===== config.mk =====
export PLATFORM = sky130hd
export DESIGN_NAME = pmh_mem
export DESIGN_NICKNAME = d
export VERILOG_FILES = /design/src/priority_max_heap_defines.svh /design/src/pmh_pkg.sv /design/src/pmh_mem.sv
export SDC_FILE = /design/constraint.sdc
export NUM_CORES = 2
export LEC_CHECK = 0
export BUFFER_PORTS_ARGS = -buffer_cell sky130_fd_sc_hd__buf_4
export CAP_MARGIN = 15
export CORE_MARGIN = 1.5
export CORE_UTILIZATION = 45
export CTS_BUF_LIST = sky130_fd_sc_hd__clkbuf_2
export CTS_CLUSTER_DIAMETER = 150
export DETAILED_ROUTE_END_ITERATION = 10
export PLACE_DENSITY = 0.72
export REMOVE_ABC_BUFFERS = 1
export SYNTH_ARGS = -nofsm -noshare
export SYNTH_HDL_FRONTEND = slang
export SYNTH_SLANG_ARGS = --single-unit

===== constraint.sdc =====
create_clock -name clk -period 6.5 [get_ports clk]
set_input_delay 0 -clock clk [delete_from_list [all_inputs] [get_ports clk]]
set_output_delay 0 -clock clk [all_outputs]
set_load 0.01 [all_outputs]

===== src/priority_max_heap_defines.svh =====
// Assertion macros for the priority max-heap RTL.
// Included by modules that carry concurrent assertions.
`ifndef PRIORITY_MAX_HEAP_DEFINES_SVH
`define PRIORITY_MAX_HEAP_DEFINES_SVH
// property (plain condition or implication) checked on every edge outside reset
`define PMH_ASSERT_IMP(label, clk, rst_n, cond, msg) \
	label: assert property (@(posedge clk) disable iff (!rst_n) (cond)) else $error(msg);
// condition that must never be seen outside reset
`define PMH_ASSERT_NEVER(label, clk, rst_n, cond, msg) \
	label: assert property (@(posedge clk) disable iff (!rst_n) !(cond)) else $error(msg);
`endif


===== src/pmh_pkg.sv =====
// Package for the priority max-heap: entry type, action and status codes, FSM states.
// No dependencies.
`timescale 1ns / 1ps
`default_nettype none
package pmh_pkg;
	localparam int unsigned PrioW = 16;
	localparam int unsigned CodeW = 16;

	typedef struct packed {
		logic [PrioW-1:0] prio;
		logic [CodeW-1:0] code;
	} entry_t;

	typedef enum logic [1:0] {
		ACT_PUSH = 2'd0,
		ACT_POP  = 2'd1,
		ACT_PEEK = 2'd2,
		ACT_NONE = 2'd3
	} action_t;

	typedef enum logic [1:0] {
		ST_OK    = 2'd0,
		ST_EMPTY = 2'd1,
		ST_FULL  = 2'd2
	} status_t;

	typedef enum logic [3:0] {
		S_IDLE,
		S_PUSH_RD,
		S_UP_CMP,
		S_POP_RD,
		S_POP_WR,
		S_DN_RDL,
		S_DN_RDR,
		S_DN_CMP,
		S_DONE
	} state_t;

	function automatic logic ranks_higher(input entry_t a, input entry_t b);
		if (a.prio == b.prio) return a.code < b.code;
		return a.prio > b.prio;
	endfunction
endpackage
`default_nettype wire


===== src/pmh_mem.sv =====
// Single-port-write, single-port-read heap store, registered read data.
// Depends on pmh_pkg.
`timescale 1ns / 1ps
`default_nettype none
module pmh_mem #(
	parameter int unsigned DEPTH = 64,
	parameter int unsigned AW = 6
) (
	input  wire logic            clk,
	input  wire logic            we,
	input  wire logic [AW-1:0]   waddr,
	input  wire pmh_pkg::entry_t wdata,
	input  wire logic [AW-1:0]   raddr,
	output pmh_pkg::entry_t      rdata
);
	pmh_pkg::entry_t mem_q [DEPTH];

	always_ff @(posedge clk) begin
		if (we) mem_q[waddr] <= wdata;
	end

	always_ff @(posedge clk) begin
		rdata <= mem_q[raddr];
	end
endmodule
`default_nettype wire


* Word level (Yosys, flattened, before mapping)
Memory sizes are Yosys's and may differ from the RTL's. A register that Yosys moved wholly into a read port is not among the register bits.
Index checks and enable logic that the tools add are counted.
** Cells by class
- Equal/unequal tests :: 0
- Reductions and logical operators :: 0
- $add $sub $neg :: 0
- Bitwise logic cells :: 0
- Magnitude comparators :: 0
- $mul :: 0
- Shift-type cells :: 0
- Div/mod/pow operators :: 0
- Multiplexer cells :: 2
** Operators by type and width (number)
- two-way mux 1 bit :: 2
** Word-level totals
- Memories kept :: 1
- Input bits :: 46
- Bits in read-only memories :: 0
- Bits in latches :: 0
- Logic and storage cells :: 3
- RAM bits :: 2048
- Register bits :: 0
- Output and inout port bits :: 32
** Memory list
- mem_q :: depth 64, width 32, rd ports 1, clocked after memory_dff 1, wr ports 1, RTL line pmh_mem.sv:16 : pmh_pkg::entry_t mem_q [DEPTH];

* Depth between registers and ports, before layout
- Depth in word-level cells :: 2
- Gate-level depth with buffers :: 10
- Gate-level depth less buffers :: 5

* Worst setup path after synthesis
No wires, ideal clock.
- Path type :: input-to-reg
- From :: in waddr[3]
- To :: mem mem_q[48][0] (netlist name), enable pin
- Required time :: 6.039 ns
- Path slack :: 3.340 ns
- Buffers on the path :: 1
- Setup time :: 0.461 ns
- Cell stages on the path :: 4
- Data arrival time :: 2.699 ns
- Cell sequence :: clkbuf_1 > nor2b_1 > nand4b_1 > nor3_1
** RTL lines
- start, declared :: RTL line pmh_mem.sv:11 : input wire logic [AW-1:0] waddr,
- end, declared :: RTL line pmh_mem.sv:16
Straight into the memory's write port.

==> results.cfg <==
[power]
total_power_mw = 24.15
vdd_ir_drop_max_mv = 0.1437
powerDensity_mw_per_mm2 = 271.3
p_leak_nw = 28.60
seq_power_share_pct = 61.7
pwr-share-clk_pct = 32.3
p_switching_mw = 5.791
internal_power_mw = 18.36
p_comb_share_pct = 6.1
p_sw_share_pct = 23.98

[timing]
timing.final.ws_setup_ps = 2100
fmax_mhz = 227.3
maxSlewViolCount = 0
fin_setup_tns_ps = 0
rsz0062_at_grt = false
min_period_ps = 4400
period_share_pct = 67.69
finalHoldViolations = 0
tightest_slew_ps = 1283
setup_violations = 0
maxSlewHeadroom_pct = 14.47
whs_ps = 255.4
fin_skew_ps = 105.4

[run]
maxCapViolCount = 0

[cells_and_area]
multiInputGateArea_mm2 = 0.01597
syn_to_final_growth_pct = 13.41
layout.cells.non_filler = 6671
final_area_mm2 = 0.08904
regArea_mm2 = 0.06214
num-fill-cells = 13533
fin_util_pct = 51.28
layout-drive-gt1-share_pct = 35.94
final_nets = 4040

[routing]
ant_nets = 0
route.vias.total = 39500
drcViolationCount = 0
wire_per_inst_um = 29.78
wirelength_mm = 198.6
drt_pass1_iterations = 6
vias_per_cell = 5.921
drtIter0Drc = 4791

[grt]
grt_use_total_pct = 22.68
antenna_found_initial = 8
grt_pass1_vias = 40311
met3_usage_pct = 5.089
gr-total-overflow = 0
grt_max_degree = 125
met2_usage_pct = 36.48
use_met1_pct = 31.02
grt_pass1_wl_mm = 283.5
gr-max-usage-layer = met2

[clock_network]
path_clk_slew_ps = 110
htree_levels = 5
cts_tree = done
clk_latency_ps = 1750
cts_resized = 0
cts_sinks = 2080
cts_buffers = 481
clockRootBuffer = clkbuf_2
cts_buffer_depth = 4

[critical_path]
path_cells = dlygate4sd3_1, dlygate4sd3_1, buf_8, buf_12, mux4_2, mux2i_1, dlygate4sd3_1, a21oi_1, dlygate4sd3_1, a21oi_1, dlygate4sd3_1, nor2_1, dlygate4sd3_1
crit_type = input port to flop
crit_path_start_kind = input port
cpMaxStageDelayCell = dlygate4sd3_1
critPathMaxStageDelay_ps = 710
required_ps = 8090
r2r_slack_ps = 2480
cp.arrival_ps = 5990
critPathMaxFanout = 73
crit_path_frequent_cell = dlygate4sd3_1
crit_path_end_kind = flop

[synthesis]
yosysSeqAreaShare_pct = 79.14
netlist_instances = 3324
synth_top_area_share_pct = 78.33
synth_area_leaders = edfxtp_1 78%, mux4_2 16%, mux2i_1 1.2%
synth.avg_cell_area_um2 = 23.62
yosysTopAreaCell = edfxtp_1
synth_cell_types = 34
synth-seq-cells = 2080
yosys_warnings = 0
netlist_area_mm2 = 0.07852

[placed_design]
hpwl_mm = 99.66
dp_cells = 5644
dpl-instance-area_mm2 = 0.08249
portBuffers = 77
globalplace.congestion = 0.7670
dp_slack_ps = 2892

[floorplan]
die_x_um = 420.7
num_rows = 153
dieArea_mm2 = 0.1770
die_h_um = 420.7
start_util_pct = 45.22
ios = 78
core_mm2 = 0.1736

[min_path]
hp-class = input port to flop

[status]
outcome = finished, final reports clean
synthesized netlist by cell type (all sizes together):
library cell	n
nand2	26
o221ai	27
a21oi	62
or2	3
nand2b	8
o32ai	4
a31oi	1
mux2i	93
nor2	137
mux4	544
a22oi	12
clkbuf	74
or3b	5
dfxtp	32
a311oi	8
nand4	2
and2	2
nand4b	1
nand3	5
or3	3
o22ai	84
nand3b	5
and3	4
edfxtp	2048
nor2b	15
nor3	7
buf	108
a41o	4
layout make-up:
type / instances / area share [%]
Clock buffer: 705 / 3.963
Clock inverter: 124 / 0.5733
Antenna cell: 6 / 0.01686
Timing Repair Buffer: 369 / 4.453
Multi-Input combinational cell: 1062 / 17.94
Tap cell: 2325 / 3.267
Sequential cell: 2080 / 69.79
cell families (layout without fill, tap and decap cells):
| group | after synthesis | count (layout) | share of synthesized area, % |
|---|---|---|---|
| multiplexers | 637 | 637 | 16.79 |
| other | 0 | 6 | 0 |
| flip-flops | 2080 | 2080 | 79.14 |
| AND/OR/NAND/NOR | 223 | 223 | 1.265 |
| buffers and inverters | 182 | 1198 | 1.128 |
| AO/OA/AOI/OAI | 202 | 202 | 1.673 |
final timing paths:
| check | from | end | cells past startpoint |
|---|---|---|---|
| max | raddr[0] | rdata[19] | 13 |
| min | we | mem_q[60][27] | 5 |
| max reg2reg | mem_q[45][19] | rdata[19] | 9 |
| min reg2reg | mem_q[12][17] | rdata[17] | 4 |
critical path: cells and delay by family:
family                 cells  cell delay (ps)
muxes                      2              750
and+or+nand+nor            1               60
AOI/OAI and AO/OA          2              410
buffers and inverters      8             4660
state kept, by name, indices dropped and copies added, names as in the netlist:
signal and cells:
mem_q 2048, rdata 32
layout by cell type (no fill, tap or decap), types with 2 or more instances in the layout:
cell type	count
diode_2	6
dfxtp_1	32
edfxtp_1	2048
and3_1	4
or3b_2	3
nand2b_1	7
buf_12	16
clkinv_1	98
dlygate4sd3_1	155
a311oi_1	8
nor3_1	5
a41o_1	4
nor2b_1	14
nor2_4	62
buf_4	164
clkbuf_2	705
buf_16	29
a21oi_1	62
clkinv_2	15
or3b_1	2
nand4_1	2
inv_2	10
o22ai_1	84
nor2_1	74
mux4_2	544
o32ai_1	4
and2_1	2
nand3b_1	5
buf_8	3
nand2_1	26
a22oi_1	12
o221ai_1	27
nand3_1	5
mux2i_1	93
or2_1	2
or3_1	3
nor3_2	2
repair_timing:
| item | 4_1_cts | 5_1_grt |
|---|---|---|
| endpoints found under the hold margin | 4128 | 0 |
| setup buffers | 0 | 0 |
| hold buffers | 191 | 0 |
power by group through the flow:
stage               clock network [mW]  registers [mW]  logic (mW)
detailed placement                   0            15.2        1.30
global route                      8.58            14.9        1.54
CTS                               7.96            14.9        1.46
floorplan                            0            15.2       0.550
global placement                     0            15.2        1.27
finish                            7.79            14.9        1.46
per-layer routing:
metal | up-vias | routed length [um]
met4 | 2 | 4663
met5 | - | 13
met2 | 2530 | 97410
met3 | 351 | 21310
met1 | 20701 | 75250
li1 | 15916 | -
No activity file was read; power rests on OpenSTA's default activity.
